[config.mk]
export PLATFORM = sky130hd
export DESIGN_NAME = battery_cadence_policy
export DESIGN_NICKNAME = d
export VERILOG_FILES = /design/src/bcp_pkg.sv /design/src/bcp_regs.sv /design/src/bcp_policy.sv /design/src/battery_cadence_policy.sv
export SDC_FILE = /design/constraint.sdc
export NUM_CORES = 1
export LEC_CHECK = 0
export BUFFER_PORTS_ARGS = -buffer_cell sky130_fd_sc_hd__buf_2
export CORE_MARGIN = 8
export CORE_UTILIZATION = 30
export DETAILED_ROUTE_END_ITERATION = 7
export MAX_ROUTING_LAYER = met4
export SYNTH_ARGS = -nofsm -noshare
export SYNTH_HDL_FRONTEND = slang
export SYNTH_SLANG_ARGS = --single-unit
[constraint.sdc]
create_clock -name clk -period 7.35 [get_ports clk]
set_input_delay 2.205 -clock clk [delete_from_list [all_inputs] [get_ports clk]]
set_output_delay 2.205 -clock clk [all_outputs]
set_load 0.005 [all_outputs]
[src/bcp_pkg.sv]
`timescale 1ns / 1ps
`default_nettype none
// ----------------------------------------------------------------------------
// bcp_pkg
// Shared types and constants for the battery cadence policy block.
// ----------------------------------------------------------------------------
package bcp_pkg;

  localparam int ADDR_W = 5;
  localparam int DATA_W = 32;

  localparam logic [14:0] STEADY_BAND_MV = 15'd20;
  localparam logic [31:0] MAX_TIME       = 32'hFFFF_FFFF;

  typedef enum logic [2:0] {
    MODE_NORMAL    = 3'd0,
    MODE_FAST      = 3'd1,
    MODE_SETTLING  = 3'd2,
    MODE_LOW       = 3'd3,
    MODE_DEEP      = 3'd4,
    MODE_LONG_IDLE = 3'd5
  } mode_t;

  typedef enum logic [2:0] {
    REG_CHARGER_RISE  = 3'd0,
    REG_FAST_DUR      = 3'd1,
    REG_SETTLING_DUR  = 3'd2,
    REG_DEEP_DROP     = 3'd3,
    REG_LOW_DROP      = 3'd4,
    REG_DEEP_FLOOR    = 3'd5,
    REG_LOW_FLOOR     = 3'd6,
    REG_LONG_IDLE     = 3'd7
  } reg_idx_t;

  typedef struct packed {
    logic [14:0] rise_mv;
    logic [19:0] fast_duration_s;
    logic [19:0] settling_duration_s;
    logic [14:0] deep_drop_mv;
    logic [14:0] low_drop_mv;
    logic [14:0] deep_floor_mv;
    logic [14:0] low_floor_mv;
    logic [23:0] idle_after_s;
  } cfg_t;

  typedef struct packed {
    logic [14:0] batt_mv;
    logic        ignition;
    logic [31:0] now_s;
  } obs_t;

  typedef struct packed {
    mode_t mode;
    logic  new_session;
    logic  significant_change;
  } res_t;

  // saturating 32-bit add of a 20-bit duration
  function automatic logic [31:0] sat_add(input logic [31:0] a, input logic [19:0] b);
    logic [32:0] s;
    s = {1'b0, a} + {13'd0, b};
    return s[32] ? MAX_TIME : s[31:0];
  endfunction

endpackage
`default_nettype wire

[src/bcp_regs.sv]
`timescale 1ns / 1ps
`default_nettype none
// ----------------------------------------------------------------------------
// bcp_regs
// APB register file holding the policy thresholds and durations.
// ----------------------------------------------------------------------------
module bcp_regs import bcp_pkg::*; (
  input  wire logic              clk,
  input  wire logic              rst,
  input  wire logic              psel,
  input  wire logic              penable,
  input  wire logic              pwrite,
  input  wire logic [ADDR_W-1:0] paddr,
  input  wire logic [DATA_W-1:0] pwdata,
  output logic      [DATA_W-1:0] prdata,
  output logic                   pready,
  output cfg_t                   cfg
);

  reg_idx_t idx;
  logic     wr;

  assign idx    = reg_idx_t'(paddr[ADDR_W-1:2]);
  assign wr     = psel && penable && pwrite;
  assign pready = 1'b1;

  always_ff @(posedge clk) begin
    if (rst) begin
      cfg.rise_mv             <= 15'd300;
      cfg.fast_duration_s     <= 20'd600;
      cfg.settling_duration_s <= 20'd1800;
      cfg.deep_drop_mv        <= 15'd800;
      cfg.low_drop_mv         <= 15'd400;
      cfg.deep_floor_mv       <= 15'd0;
      cfg.low_floor_mv        <= 15'd0;
      cfg.idle_after_s        <= 24'd86400;
    end else if (wr) begin
      unique case (idx)
        REG_CHARGER_RISE: cfg.rise_mv             <= pwdata[14:0];
        REG_FAST_DUR:     cfg.fast_duration_s     <= pwdata[19:0];
        REG_SETTLING_DUR: cfg.settling_duration_s <= pwdata[19:0];
        REG_DEEP_DROP:    cfg.deep_drop_mv        <= pwdata[14:0];
        REG_LOW_DROP:     cfg.low_drop_mv         <= pwdata[14:0];
        REG_DEEP_FLOOR:   cfg.deep_floor_mv       <= pwdata[14:0];
        REG_LOW_FLOOR:    cfg.low_floor_mv        <= pwdata[14:0];
        REG_LONG_IDLE:    cfg.idle_after_s        <= pwdata[23:0];
      endcase
    end
  end

  always_comb begin
    unique case (idx)
      REG_CHARGER_RISE: prdata = {17'd0, cfg.rise_mv};
      REG_FAST_DUR:     prdata = {12'd0, cfg.fast_duration_s};
      REG_SETTLING_DUR: prdata = {12'd0, cfg.settling_duration_s};
      REG_DEEP_DROP:    prdata = {17'd0, cfg.deep_drop_mv};
      REG_LOW_DROP:     prdata = {17'd0, cfg.low_drop_mv};
      REG_DEEP_FLOOR:   prdata = {17'd0, cfg.deep_floor_mv};
      REG_LOW_FLOOR:    prdata = {17'd0, cfg.low_floor_mv};
      REG_LONG_IDLE:    prdata = {8'd0, cfg.idle_after_s};
    endcase
  end

endmodule
`default_nettype wire

[src/bcp_policy.sv]
`timescale 1ns / 1ps
`default_nettype none
// ----------------------------------------------------------------------------
// bcp_policy
// Tracking state and single-pass mode decision for one observation.
// ----------------------------------------------------------------------------
module bcp_policy import bcp_pkg::*; (
  input  wire logic clk,
  input  wire logic rst,
  input  wire cfg_t cfg,
  input  wire logic fire,
  input  wire obs_t obs,
  output res_t      res
);

  logic        started;
  logic [14:0] prev_voltage;
  logic [14:0] ref_voltage;
  logic [31:0] last_charge_time;
  logic [31:0] fast_deadline;
  logic [31:0] settle_deadline;

  logic [14:0] ref_voltage_next;
  logic [31:0] last_charge_time_next;
  logic [31:0] fast_deadline_next;
  logic [31:0] settle_deadline_next;

  logic        up;
  logic [14:0] mag;
  logic        sig;
  logic        charger;
  logic [31:0] fast_new;
  logic [14:0] drop;
  logic        deep;
  logic        low;
  logic [31:0] idle_s;
  mode_t       mode;

  always_comb begin
    up       = obs.batt_mv >= prev_voltage;
    mag      = up ? obs.batt_mv - prev_voltage : prev_voltage - obs.batt_mv;
    sig      = mag >= cfg.rise_mv;
    charger  = !obs.ignition && up && sig && (obs.now_s >= settle_deadline);
    fast_new = sat_add(obs.now_s, cfg.fast_duration_s);

    fast_deadline_next    = charger ? fast_new : fast_deadline;
    settle_deadline_next  = charger ? sat_add(fast_new, cfg.settling_duration_s)
                                    : settle_deadline;
    last_charge_time_next = charger ? obs.now_s : last_charge_time;
    ref_voltage_next      = (charger || obs.batt_mv > ref_voltage) ? obs.batt_mv
                                                                   : ref_voltage;

    // reference never sits below the current voltage here
    drop = ref_voltage_next - obs.batt_mv;
    deep = (drop >= cfg.deep_drop_mv) ||
           ((cfg.deep_floor_mv != 15'd0) && (obs.batt_mv <= cfg.deep_floor_mv));
    low  = (drop >= cfg.low_drop_mv) ||
           ((cfg.low_floor_mv != 15'd0) && (obs.batt_mv <= cfg.low_floor_mv));
    idle_s = obs.now_s - last_charge_time_next;

    priority if (!obs.ignition && deep) begin
      mode = MODE_DEEP;
    end else if (!obs.ignition && low) begin
      mode = MODE_LOW;
    end else if (obs.now_s < fast_deadline_next) begin
      mode = MODE_FAST;
    end else if ((obs.now_s < settle_deadline_next) && (mag > STEADY_BAND_MV)) begin
      mode = MODE_SETTLING;
    end else if (!obs.ignition && (obs.now_s >= last_charge_time_next) &&
                 (idle_s >= {8'd0, cfg.idle_after_s})) begin
      mode = MODE_LONG_IDLE;
    end else begin
      mode = MODE_NORMAL;
    end

    if (!started) begin
      res.mode               = MODE_NORMAL;
      res.new_session        = 1'b0;
      res.significant_change = 1'b0;
    end else begin
      res.mode               = mode;
      res.new_session        = charger;
      res.significant_change = sig;
    end
  end

  always_ff @(posedge clk) begin
    if (rst) begin
      started          <= 1'b0;
      prev_voltage     <= '0;
      ref_voltage      <= '0;
      last_charge_time <= '0;
      fast_deadline    <= '0;
      settle_deadline  <= '0;
    end else if (fire) begin
      started      <= 1'b1;
      prev_voltage <= obs.batt_mv;
      if (!started) begin
        // first word only seeds the trackers
        ref_voltage      <= obs.batt_mv;
        last_charge_time <= obs.now_s;
      end else begin
        ref_voltage      <= ref_voltage_next;
        last_charge_time <= last_charge_time_next;
        fast_deadline    <= fast_deadline_next;
        settle_deadline  <= settle_deadline_next;
      end
    end
  end

endmodule
`default_nettype wire

[src/battery_cadence_policy.sv]
`timescale 1ns / 1ps
`default_nettype none
// Path: observation word -> input register s1 -> result register res.
// Throughput: one word per cycle unless res_ready is low; the input and result
//   registers let a new word in while the previous result waits on res_ready.
// Reset: synchronous, active high; clears tracking state, pipeline valids and
//   loads the register defaults.
// ----------------------------------------------------------------------------
// battery_cadence_policy
// Picks a reporting cadence mode per battery observation and flags charger
// sessions and significant voltage steps.
// ----------------------------------------------------------------------------
module battery_cadence_policy import bcp_pkg::*; (
  input  wire logic              clk,
  input  wire logic              rst,
  // observation channel
  input  wire logic              obs_valid,
  output logic                   obs_ready,
  input  wire obs_t              obs,
  // result channel
  output logic                   res_valid,
  input  wire logic              res_ready,
  output res_t                   res,
  // configuration
  input  wire logic              psel,
  input  wire logic              penable,
  input  wire logic              pwrite,
  input  wire logic [ADDR_W-1:0] paddr,
  input  wire logic [DATA_W-1:0] pwdata,
  output logic      [DATA_W-1:0] prdata,
  output logic                   pready
);

  cfg_t cfg;

  // input register
  logic s1_valid;
  obs_t s1_obs;

  // result register slot is free, or is emptied this cycle
  logic advance;
  logic fire;
  res_t res_comb;

  assign advance   = !res_valid || res_ready;
  assign obs_ready = !s1_valid || advance;
  // state moves forward exactly when an observation word leaves s1
  assign fire      = s1_valid && advance;

  bcp_regs u_regs (
    .clk     (clk),
    .rst     (rst),
    .psel    (psel),
    .penable (penable),
    .pwrite  (pwrite),
    .paddr   (paddr),
    .pwdata  (pwdata),
    .prdata  (prdata),
    .pready  (pready),
    .cfg     (cfg)
  );

  bcp_policy u_policy (
    .clk  (clk),
    .rst  (rst),
    .cfg  (cfg),
    .fire (fire),
    .obs  (s1_obs),
    .res  (res_comb)
  );

  always_ff @(posedge clk) begin
    if (rst) begin
      s1_valid <= 1'b0;
    end else if (obs_valid && obs_ready) begin
      s1_valid <= 1'b1;
    end else if (advance) begin
      s1_valid <= 1'b0;
    end
  end

  always_ff @(posedge clk) begin
    if (obs_valid && obs_ready) begin
      s1_obs <= obs;
    end
  end

  always_ff @(posedge clk) begin
    if (rst) begin
      res_valid <= 1'b0;
    end else if (advance) begin
      res_valid <= s1_valid;
    end
  end

  always_ff @(posedge clk) begin
    if (fire) begin
      res <= res_comb;
    end
  end

endmodule
`default_nettype wire

After elaboration in Yosys (flattened, before gate mapping)
Cells that the tools add are included.

Memories: 0. Output and inout bits: 40. Bits in read-only memories: 0. Bits in latches: 0. Bits of input ports: 92. Bits in writable memories: 0. Register bits after elaboration: 321.

Div/mod/pow operators: 0. Shift-type cells: 0. $add $sub $neg: 6. $mul: 0. Eq/ne operators: 7. Reduce and logical (&&, ||, !) cells: 36. Order comparisons: 13. Mux-type cells: 17. Bitwise operators: 1.

Operators by type and width (count): 32-bit case mux with 8 select lines (1); 32-bit two-way mux (6); 32-bit by 20-bit adder with 33-bit output (2); 32-bit greater-or-equal comparator (2); 32-bit < comparator (2); 15-bit greater-or-equal comparator (4); 15-bit two-way mux (3); 15-bit subtractor (3); 32-bit by 24-bit greater-or-equal comparator with 1-bit output (1); 32-bit subtractor (1); 15-bit less-or-equal comparator (2); 15-bit nonzero test (2); 2-bit AND reduction (9); 15-bit greater-than comparator (1); 15-bit by 5-bit greater-than comparator with 1-bit output, second input constant (1); 3-bit two-way mux (5); 1-bit logical AND (14); 3-bit equality test, second input constant (4); 3-bit by 2-bit equality test with 1-bit output, second input constant (2); 1-bit logical OR (5); 3-bit by 1-bit equality test with 1-bit output, second input constant (1); 1-bit logical NOT (3); 3-bit logical NOT (1); 1-bit two-way mux (2); other kinds (3) (3).

Longest topological paths before layout
Gate-level depths: netlist of run 1.

Word-level depth: 14. Depth in mapped cells: 44.

By module
From an unflattened synthesis of run 1, not the netlist that was laid out.

Cells, all modules: 3309. Area, all modules: 25817.3 µm².

By module, submodules not included: bcp_policy (instances 1, seq. area each 2542.4 µm², area each 17763.3 µm², cells each 2429); bcp_regs (instances 1, seq. area each 2782.7 µm², area each 6358.6 µm², cells each 817); battery_cadence_policy (instances 1, seq. area each 1631.6 µm², area each 1695.4 µm², cells each 63).

Worst setup path after synthesis of run 1
No wires, ideal clock.

Path type: register to register. From: reg s1_obs[45] in the netlist's numbering. To: reg res[2] in the netlist's numbering (data pin). Cell stages (with the launch flop): 42. Path buffers: 4. Clock period less this slack: 8.146 ns. Required time: 7.162 ns. Data arrival time: 7.958 ns. Slack: -0.796 ns. Path through: edfxtp_1 > inv_1 > ha_1 > buf_6 > a211oi_1 > nor2_1 > a2111oi_4 > nand2_2 > a2111oi_0 > ha_1 > a21o_1 > a21o_1 > a21oi_1 > nor2b_1 > o22ai_1 > nor4_1 > buf_2 > buf_2 > [6 not listed] > o21ai_0 > a2111oi_0 > o21ai_0 > nor2_1 > o21ai_0 > a21oi_1 > nor2_1 > nor2_1 > xnor2_1 > ha_1 > nand2_1 > nor3_1 > o21ai_0 > and4b_1 > o2111a_1 > and4_1 > a211o_1 > o41ai_1.

Cells in the longest elaborated chain, start to end: 13. Elaborated cells between the ends (all ways): 39. Those cells by class: add/sub (4); order compare (12); mux (9); reduce/logical (14).

Ends and longest elaborated chain: start: declaration (line battery_cadence_policy.sv:38) `obs_t s1_obs;`; start signal: assignment (line battery_cadence_policy.sv:84) `s1_obs <= obs;`; 15-bit subtractor or 15-bit greater-or-equal comparator (tied branches) (line bcp_policy.sv:41, bcp_policy.sv:40); 15-bit two-way mux (line bcp_policy.sv:41) `mag = up ? obs.batt_mv - prev_voltage : prev_voltage - obs.batt_mv;`; 15-bit greater-or-equal comparator (line bcp_policy.sv:42) `sig = mag >= cfg.rise_mv;`; 1-bit logical AND (2 in a row) (line bcp_policy.sv:43) `charger = !obs.ignition && up && sig && (obs.now_s >= settle_deadline);`; 32-bit two-way mux (line bcp_policy.sv:49) `last_charge_time_next = charger ? obs.now_s : last_charge_time;`; 32-bit subtractor or 32-bit greater-or-equal comparator (tied branches) (line bcp_policy.sv:59, bcp_policy.sv:69); 32-bit by 24-bit greater-or-equal comparator with 1-bit output or 1-bit logical AND (tied branches) (line bcp_policy.sv:70, bcp_policy.sv:69); 1-bit logical AND (line bcp_policy.sv:69) `end else if (!obs.ignition && (obs.now_s >= last_charge_time_next) &&`; 3-bit two-way mux (line bcp_policy.sv:69); 3-bit two-way mux (line bcp_policy.sv:67) `end else if ((obs.now_s < settle_deadline_next) && (mag > STEADY_BAND_MV)) begin`; 3-bit two-way mux (line bcp_policy.sv:65) `end else if (obs.now_s < fast_deadline_next) begin`; 3-bit two-way mux (line bcp_policy.sv:63) `end else if (!obs.ignition && low) begin`; end signal: assignment (line battery_cadence_policy.sv:98) `res <= res_comb;`; end: declaration (line battery_cadence_policy.sv:23) `output res_t res,`.

Several ways; a longest one is shown, not always the timed one. A chain may end at the register's enable or synchronous reset.

Final worst setup path of run 1
From: reg s1_obs[44] in the netlist's numbering. To: reg res[3] in the netlist's numbering (data pin).

Cells in the longest elaborated chain, start to end: 12. Elaborated cells between the ends (all ways): 32. Those cells by class: add/sub (3); order compare (10); mux (7); reduce/logical (12).

Ends and longest elaborated chain: 15-bit subtractor or 15-bit greater-or-equal comparator (tied branches) (line bcp_policy.sv:41, bcp_policy.sv:40); 15-bit two-way mux (line bcp_policy.sv:41); 15-bit greater-or-equal comparator (line bcp_policy.sv:42); 1-bit logical AND (2 in a row) (line bcp_policy.sv:43); 1-bit logical OR (line bcp_policy.sv:50) `ref_voltage_next = (charger || obs.batt_mv > ref_voltage) ? obs.batt_mv`; 15-bit two-way mux (line bcp_policy.sv:50); 15-bit subtractor (line bcp_policy.sv:54) `drop = ref_voltage_next - obs.batt_mv;`; 15-bit greater-or-equal comparator (on tied branches) (line bcp_policy.sv:57, bcp_policy.sv:55); 1-bit logical OR (on tied branches) (line bcp_policy.sv:57, bcp_policy.sv:55); 1-bit logical AND (on tied branches) (line bcp_policy.sv:63, bcp_policy.sv:61); 3-bit two-way mux or 2-bit OR reduction (tied branches).

Several ways; a longest one is shown, not always the timed one.

==> out/qor_table.md, run 1 <==
| Stage | Parameter | This run |
|---|---|---|
| yosys | Sequential-to-total area share from yosys stat | 0.2724 |
| yosys | Synth warnings | 0 |
| drt | Vias | 25540 |
| layout | Final-stage net count | 4127 |
| setup path | Cell type of the slowest stage on the worst timing path | sky130_fd_sc_hd__edfxtp_1 |
| clock network | TritonCTS clock tree | yes |
| die | Top-level I/O count | 132 |
| yosys | Cell taking the most area after synthesis | sky130_fd_sc_hd__dfxtp_1 |
| grt | Initial antenna violation count | 3 |
| setup path | Slowest stage delay, CP | 0.45 ns |
| layout | P&R area growth vs syn | 27.39% |
| setup path | Crit. End Element | register |
| timing | Fmax | 0.1250 GHz |
| yosys | Post-synthesis register bit count | 321 |
| placed design | Cell Count Post-Placement | 4771 |
| power | Total power divided by cell area | 192.6 nW/µm² |
| setup path | Required time at the worst-slack endpoint | 7.69 ns |
| job | Number of max-cap violations | 0 |
| layout | Layout cells sized above 1 | 0.2201 |
| drt | Post-route DRC violation count | 0 |
| clock network | Number of clock sinks seen by CTS | 321 |
| power | Maximum vdd drop | 0.1831 mV |
| die | Die W | 307.8 µm |
| timing | Worst Hold Slack | 0.4522 ns |
| yosys | Share of Yosys cell area claimed by the top area cell type | 0.2101 |
| drt | Avg WL per Cell | 19.49 µm |
| die | Initial Util | 0.3013 |
| yosys | Leading post-synthesis cells by cell area | sky130_fd_sc_hd__dfxtp_1 (21%), sky130_fd_sc_hd__ha_1 (16%), sky130_fd_sc_hd__nand2_1 (7.5%), sky130_fd_sc_hd__a21oi_1 (7.0%), sky130_fd_sc_hd__edfxtp_1 (6.2%) |
| clock network | Clock buffer depth | 3 |
| placed design | Buffers on Ports | 112 |
| grt | Maximum number of pins on one net before global-route repair | 143 |
| layout | Post-Layout Cell Count | 4880 |
| power | Lkg Pwr | 13.17 nW |
| layout | Most common cell after layout, fill and taps aside | sky130_fd_sc_hd__nand2_1 |
| placed design | Placed inst area | 30200 µm² |
| yosys | Post-synth EDFFs | 53 |
| clock network | Number of buffers added by the clock tree synthesis step | 40 |
| setup path | Startpoint-to-endpoint class of the critical path | register to register |
| status | Violated checks | negative setup slack |
| timing | Final clock skew | 0.02632 ns |
| grt | Remaining Overflow, GRT | 0 |
| yosys | Dominant synthesized flop cell | sky130_fd_sc_hd__dfxtp_1 |
| yosys | Synth Instances | 3254 |
| timing | Final Max Tran Viols | 0 |
| setup path | Data arrival time of the critical path | 8.34 ns |
| grt | First-pass GRT wire length | 144.3 mm |
| setup path | Setup crit start kind | register |
| timing | Unrepaired setup endpoints after global routing | yes |
| placed design | Placer congestion estimate | 0.9618 |
| layout | Leading cell types in the layout, fill and taps excluded | sky130_fd_sc_hd__nand2_1 (500), sky130_fd_sc_hd__buf_4 (447), sky130_fd_sc_hd__a21oi_1 (342) |
| layout | Fill cell instance count of the final layout | 8754 |
| timing | Hold violation count in the final report | 0 |
| clock network | Number of H-tree levels | 2 |
| drt | Remaining antenna violation count after routing | 0 |
| yosys | Library cells used by synthesis | 97 |
| drt | Total Routed Length | 95.12 mm |
| yosys | Ys async rst share | 0 |
| grt | Total Routing Usage GR | 0.1995 |
| die | Overall die area | 94710 µm² |
| clock network | Clk root buf | sky130_fd_sc_hd__clkbuf_16 |
| timing | Final period util | 1.089 |
| drt | Iter 0 DRT Violations | 2043 |
| yosys | Syn Std Cell Area | 25540 µm² |
| drt | Number of vias per cell after detailed routing | 5.233 |
| status | Status | complete, but fails checks |
| placed design | Post-DP HPWL | 73.10 mm |
| timing | Setup slack of the critical path after layout | -0.6517 ns |
| die | Cell row count | 107 |
| yosys | Avg Synthesized Cell Area | 7.847 µm² |
| timing | Minimum clock period | 8.002 ns |
| timing | Slew Limit Headroom | 0.1888 |
| timing | Slew of the pin with the lowest slew margin | 1.212 ns |
| setup path | Crit-path max FO | 6 |
| timing | Final number of setup-violating endpoints | 3 |
| drt | DRT Pass-1 Iters | 7 |
| layout | Final std cell area, no fill | 32530 µm² |
| die | Overall die height | 307.8 µm |
| grt | Via count of the first global-routing pass | 24290 |
| die | Core Area | 84750 µm² |
| clock network | Number of hold-repair buffers added at the cts stage | 0 |
| clock network | Clock slew seen by the registers of the worst setup and hold paths | 0.06 ns |
| clock network | Clock Latency Late Sink | 0.59 ns |
| worst hold path | Worst min-delay path category | register to register |
## flip-flops by register name, summed over array words and instances (netlist names), 5 cells and up
| register | cells |
|---|---|
| u_policy.ref_voltage | 15 |
| s1_obs | 48 |
| u_policy.prev_voltage | 15 |
| u_policy.settle_deadline | 32 |
| u_policy.last_charge_time | 32 |
| u_regs.cfg | 139 |
| u_policy.fast_deadline | 32 |
| res | 5 |
## cell usage after synthesis (24+ instances only)
master,n
sky130_fd_sc_hd__nand2_1,508
sky130_fd_sc_hd__a21oi_1,355
sky130_fd_sc_hd__ha_1,323
sky130_fd_sc_hd__dfxtp_1,268
sky130_fd_sc_hd__inv_1,221
sky130_fd_sc_hd__nor2_1,210
sky130_fd_sc_hd__o21ai_0,149
sky130_fd_sc_hd__clkbuf_1,103
sky130_fd_sc_hd__a21o_1,85
sky130_fd_sc_hd__mux2i_1,80
sky130_fd_sc_hd__xnor2_1,59
sky130_fd_sc_hd__edfxtp_1,53
sky130_fd_sc_hd__nand4_1,53
sky130_fd_sc_hd__nand2b_1,51
sky130_fd_sc_hd__nand3_1,46
sky130_fd_sc_hd__nor2b_1,39
sky130_fd_sc_hd__nor3_1,38
sky130_fd_sc_hd__o21a_1,38
sky130_fd_sc_hd__a211oi_1,36
sky130_fd_sc_hd__buf_2,28
sky130_fd_sc_hd__o211ai_1,26
sky130_fd_sc_hd__o22ai_1,26
sky130_fd_sc_hd__or3_1,26
sky130_fd_sc_hd__a31oi_1,24
## cells by family (layout without fill, tap and decap cells)
kind of cell,Yosys count,after routing,synth area share
flops,321,321,0.2724
simple gates,1083,1083,0.1966
compound gates,945,946,0.2356
xor+xnor,82,82,0.02812
fa+ha+maj,329,329,0.1630
buf+inv,396,869,0.06380
mux,96,96,0.04018
other cells,2,10,0.0002941
## metal layers
| layer | vias up | global-route usage | part of all wire |
|---|---|---|---|
| met1 | 12060 | 0.2632 | 0.45 |
| met3 | 169 | 0.02391 | 0.059 |
| li1 | 12500 | - | - |
| met4 | 0 | 0.06569 | 0.036 |
| met2 | 806 | 0.3161 | 0.45 |
| met5 | - | - | 0 |
## final cells by class
class,instances,area [µm²],area share
Timing Repair Buffer,576,4219,0.1297
Sequential cell,321,6957,0.2139
Antenna cell,1,2.502,0.00007693
Multi-Input combinational cell,2545,17760,0.5459
Clock inverter,13,146.4,0.004500
Clock buffer,58,1182,0.03635
Tap cell,1144,1431,0.04400
Inverter,222,833.3,0.02562
## path summary, 6_finish.rpt
kind,from,end,slack (ns),depth (start not counted)
setup / recovery,s1_obs[44],res[3],-0.65,41
hold / removal,u_policy.last_charge_time[22],u_policy.last_charge_time[22],0.45,2
setup reg to reg,s1_obs[44],res[3],-0.65,41
hold reg to reg,u_policy.last_charge_time[22],u_policy.last_charge_time[22],0.45,2
## worst max-delay path, delay by kind of cell (launching register included)
family                   cells  cell delay (ns)
AO/OA/AOI/OAI               16             3.19
AND/OR/NAND/NOR             11             1.46
adder cells (fa/ha/maj)      5             1.39
buffers and inverters        6             0.79
flip-flops                   1             0.45
XOR/XNOR                     2             0.32
multiplexers                 1             0.16
## where the power goes
part	switching, mW	internal, mW
combinational	1.22	1.10
sequential	0.0413	1.84
clock	0.849	1.22
total	2.11	4.16
## metrics by stage
| step | TNS, ns | power [mW] | setup WS (ns) | util |
|---|---|---|---|---|
| after floorplan | -0.3486 | 3.182 | -0.2219 | - |
| after global placement | -3.283 | 3.985 | -1.150 | 0.3564 |
| after detailed placement | -3.550 | 4.004 | -1.255 | 0.3564 |
| after CTS | -1.586 | 6.248 | -0.5761 | 0.3821 |
| after global routing | -3.057 | 6.598 | -1.066 | 0.3839 |
| final | -1.867 | 6.264 | -0.6517 | 0.3839 |
## timing repair
item,in CTS,in global routing
pin swaps,61,11
resized for setup,112,25
cloned,3,0
setup endpoints to repair,3,3
buffers inserted,30,4
endpoints found under the hold margin,0,0
(Power assumes the default switching activity.)
==> inputs of run 2 (changes only) <==
--- a/config.mk
+++ b/config.mk
@@ -9,6 +9,7 @@
 export CORE_MARGIN = 8
 export CORE_UTILIZATION = 30
 export DETAILED_ROUTE_END_ITERATION = 7
+export GPL_ROUTABILITY_DRIVEN = 0
 export MAX_ROUTING_LAYER = met4
 export SYNTH_ARGS = -nofsm -noshare
 export SYNTH_HDL_FRONTEND = slang
==> constraint.sdc (replaced) <==
create_clock -name clk -period 7.6 [get_ports clk]
set_input_delay 2.28 -clock clk [delete_from_list [all_inputs] [get_ports clk]]
set_output_delay 2.28 -clock clk [all_outputs]
set_load 0.005 [all_outputs]
==> out/qor_table.md, run 2 (synthesis gave the netlist of run 1 again) <==
| Stage | Parameter | This run | vs previous |
|---|---|---|---|
| layout | Multi-input gate area in the final layout | 17490 µm² | was 17760 µm² |
| drt | Vias | 25300 | was 25540 |
| timing | Final period util | 1.094 | was 1.089 |
| setup path | CP most frequent cell | sky130_fd_sc_hd__buf_4 |  |
| die | Initial Util | 0.3013 | unchanged |
| setup path | Slowest stage delay, CP | 0.41 ns | was 0.45 ns |
| layout | Post-Layout Cell Count | 4816 | was 4880 |
| setup path | Worst setup slack for register-to-register paths | -0.72 ns | was -0.65 ns |
| drt | Total Routed Length | 92.98 mm | was 95.12 mm |
| setup path | Source of the worst register-to-register timing path | s1_obs[39] | was s1_obs[44] |
| layout | Registers with the most flip-flops | u_regs.cfg: 139 flops, s1_obs: 48 flops | unchanged |
| drt | Number of vias per cell after detailed routing | 5.253 | was 5.233 |
| die | Overall die height | 307.8 µm | unchanged |
| placed design | Buffers on Ports | 112 | unchanged |
| setup path | Cell class contributing the biggest share of worst-path delay | compound AO/OA/AOI/OAI gates | unchanged |
| setup path | R2R Path End | res[2] | was res[3] |
| die | Overall die area | 94710 µm² | unchanged |
| die | Cell row count | 107 | unchanged |
| power | Lkg Pwr | 12.84 nW | was 13.17 nW |
| layout | Layout cells sized above 1 | 0.1947 | was 0.2201 |
| grt | Initial antenna violation count | 1 | was 3 |
| die | Die W | 307.8 µm | unchanged |
| worst hold path | End point of the most critical hold path | u_policy.last_charge_time[2] | was u_policy.last_charge_time[22] |
| placed design | Post-place setup slack | -1.274 ns | was -1.255 ns |
| timing | Setup slack of the critical path after layout | -0.7181 ns | was -0.6517 ns |
| clock network | Number of H-tree levels | 2 | unchanged |
| timing | Minimum clock period | 8.318 ns | was 8.002 ns |
| setup path | Crit. End Element | register | unchanged |
| die | Core Area | 84750 µm² | unchanged |
| grt | Remaining Overflow, GRT | 0 | unchanged |
| drt | Remaining antenna violation count after routing | 0 | unchanged |
| layout | Diodes inserted | 0 | was 1 |
| setup path | Worst Reg-to-Reg Cells | 43 | was 41 |
| timing | Final Max Tran Viols | 0 | unchanged |
| drt | Avg WL per Cell | 19.31 µm | was 19.49 µm |
| setup path | Crit-path max FO | 7 | was 6 |
| power | Sw Pwr | 2.019 mW | was 2.108 mW |
| setup path | Buf+Inv Stages, Crit Path | 9 | was 6 |
| placed design | Cell Count Post-Placement | 4720 | was 4771 |
| drt | Post-route DRC violation count | 0 | unchanged |
| timing | Slew of the pin with the lowest slew margin | 1.182 ns | was 1.212 ns |
| clock network | Clock slew seen by the registers of the worst setup and hold paths | 0.06 ns | about the same |
| grt | Maximum number of pins on one net before global-route repair | 114 | was 143 |
| clock network | Number of buffers added by the clock tree synthesis step | 40 | unchanged |
| layout | Most common cell after layout, fill and taps aside | sky130_fd_sc_hd__nand2_1 | unchanged |
| timing | Slew Limit Headroom | 0.2092 | was 0.1888 |
| clock network | Number of clock sinks seen by CTS | 321 | unchanged |
| worst hold path | Origin of the worst min-delay path | u_policy.last_charge_time[2] | was u_policy.last_charge_time[22] |
| setup path | Required time at the worst-slack endpoint | 7.99 ns | was 7.69 ns |
| layout | Leading cell types in the layout, fill and taps excluded | sky130_fd_sc_hd__nand2_1 (506), sky130_fd_sc_hd__buf_4 (387), sky130_fd_sc_hd__a21oi_1 (347) | was sky130_fd_sc_hd__nand2_1 (500), sky130_fd_sc_hd__buf_4 (447), sky130_fd_sc_hd__a21oi_1 (342) |
| layout | Flip-flop count of the largest register, all copies and words added | 139 | unchanged |
| power | Total power divided by cell area | 191.5 nW/µm² | was 192.6 nW/µm² |
| setup path | Startpoint-to-endpoint class of the critical path | register to register | unchanged |
| layout | Fill cell instance count of the final layout | 8794 | was 8754 |
| layout | Final std cell area, no fill | 31850 µm² | was 32530 µm² |
| timing | Fmax | 0.1202 GHz | was 0.1250 GHz |
| layout | Flip-flop and latch area | 6957 µm² | unchanged |
| layout | Largest reg by FF count | u_regs.cfg | unchanged |
| timing | Hold violation count in the final report | 0 | unchanged |
| worst hold path | Worst min-delay path category | register to register | unchanged |
| power | Clock share of power | 0.347 | was 0.331 |
| die | Top-level I/O count | 132 | unchanged |
| setup path | Cell type of the slowest stage on the worst timing path | sky130_fd_sc_hd__edfxtp_1 | unchanged |
| placed design | Placed inst area | 29770 µm² | was 30200 µm² |
| worst hold path | Worst Hold Depth | 2 | unchanged |
| job | Number of max-cap violations | 0 | unchanged |
| power | Maximum vdd drop | 0.1541 mV | was 0.1831 mV |
| grt | First-pass GRT wire length | 140.6 mm | was 144.3 mm |
| layout | Final-stage net count | 4062 | was 4127 |
| grt | Via count of the first global-routing pass | 24170 | was 24290 |
| grt | Total Routing Usage GR | 0.1943 | was 0.1995 |
| timing | Final number of setup-violating endpoints | 3 | unchanged |
| setup path | Data arrival time of the critical path | 8.71 ns | was 8.34 ns |
| power | Switching Share | 0.3310 | was 0.3366 |
| power | Fraction of power consumed by sequential logic | 0.298 | was 0.300 |
| timing | Final clock skew | 0.03650 ns | was 0.02632 ns |
| status | Status | complete, but fails checks | unchanged |
| drt | DRT Pass-1 Iters | 6 | was 7 |
| clock network | Clk root buf | sky130_fd_sc_hd__clkbuf_16 | unchanged |
| timing | Unrepaired setup endpoints after global routing | yes | unchanged |
| clock network | Clock Latency Late Sink | 0.60 ns | was 0.59 ns |
| layout | P&R area growth vs syn | 24.71% | was 27.39% |
| placed design | Post-DP HPWL | 71.11 mm | was 73.10 mm |
| power | Internal power component | 4.081 mW | was 4.156 mW |
| clock network | Clock buffer depth | 3 | unchanged |
| power | Share of power burned in combinational logic | 0.355 | was 0.369 |
| setup path | Setup crit start kind | register | unchanged |
| clock network | TritonCTS clock tree | yes | unchanged |
| drt | Iter 0 DRT Violations | 2099 | was 2043 |
| status | Violated checks | negative setup slack | unchanged |
==> run 2: cell count changes in the layout (fill, tap and decap cells not counted), sizes merged <==
cell,change
buf,-64
bufinv,+3
clkbuf,-3
clkinv,+3
diode,-1
inv,-1
o21a,-1
==> run 2: power groups by stage <==
| stage | logic (mW) | clock network (mW) | registers, mW |
|---|---|---|---|
| global route | 2.37 | 2.21 | 1.82 |
| global placement | 1.98 | 0 | 1.85 |
| floorplan | 1.22 | 0 | 1.85 |
| CTS | 2.09 | 2.15 | 1.82 |
| detailed placement | 2.00 | 0 | 1.85 |
| finish | 2.16 | 2.12 | 1.82 |
==> run 2: routing by layer <==
layer | share of wire | vias to the layer above | global-route usage | routed length [µm]
met2 | 0.45 | 890 | 0.3076 | 41690
met5 | 0 | - | - | 0
met1 | 0.44 | 11850 | 0.2530 | 41170
met3 | 0.072 | 185 | 0.02907 | 6698
li1 | - | 12370 | - | -
met4 | 0.037 | 0 | 0.06416 | 3421
==> run 2: how the worst max path moves through the flow <==
| stage | endpoint | startpoint | depth (start not counted) |
|---|---|---|---|
| final | res[2] | s1_obs[39] | 43 |
| after CTS | res[2] | s1_obs[45] | 41 |
| after global placement | res[2] | s1_obs[43] | 34 |
| after floorplan | res[2] | s1_obs[43] | 41 |
| after global routing | res[4] | s1_obs[36] | 42 |
| after detailed placement | res[2] | s1_obs[43] | 34 |
==> run 2: stage by stage <==
stage               TNS, ns  utilization  hold slack, ns  power (mW)
floorplan                 0            -          0.4357       3.069
global placement     -3.362       0.3513          0.4415       3.834
detailed placement   -3.641       0.3513          0.4465       3.858
CTS                  -1.947       0.3730          0.4545       6.061
global route         -3.206       0.3758          0.4691       6.412
finish               -2.016       0.3758          0.4522       6.099
==> run 2: layout make-up <==
type,instances,share of cell area
multi-input cells,2544,0.5491
flip-flops and latches,321,0.2184
repair buffers,512,0.1166
clock buffers,55,0.03673
inverters,222,0.02617
well taps,1144,0.04495
clock inverters,18,0.007975
==> run 2: timing repair <==
item	CTS	global route
gates cloned	2	0
hold buffers	0	0
pin swaps	25	30
setup endpoints to repair	3	3
buffers inserted	12	12
resized for setup	56	34
hold endpoints to repair	0	0
==> run 2: worst register-to-register path: cells and delay by family (launching register included) <==
kind / cells / cell delay (ns)
AND/OR/NAND/NOR: 10 / 1.67
XOR/XNOR: 2 / 0.38
adder cells (fa/ha/maj): 5 / 1.33
flip-flops: 1 / 0.41
AO/OA/AOI/OAI: 15 / 2.58
multiplexers: 2 / 0.50
buffers and inverters: 9 / 1.29
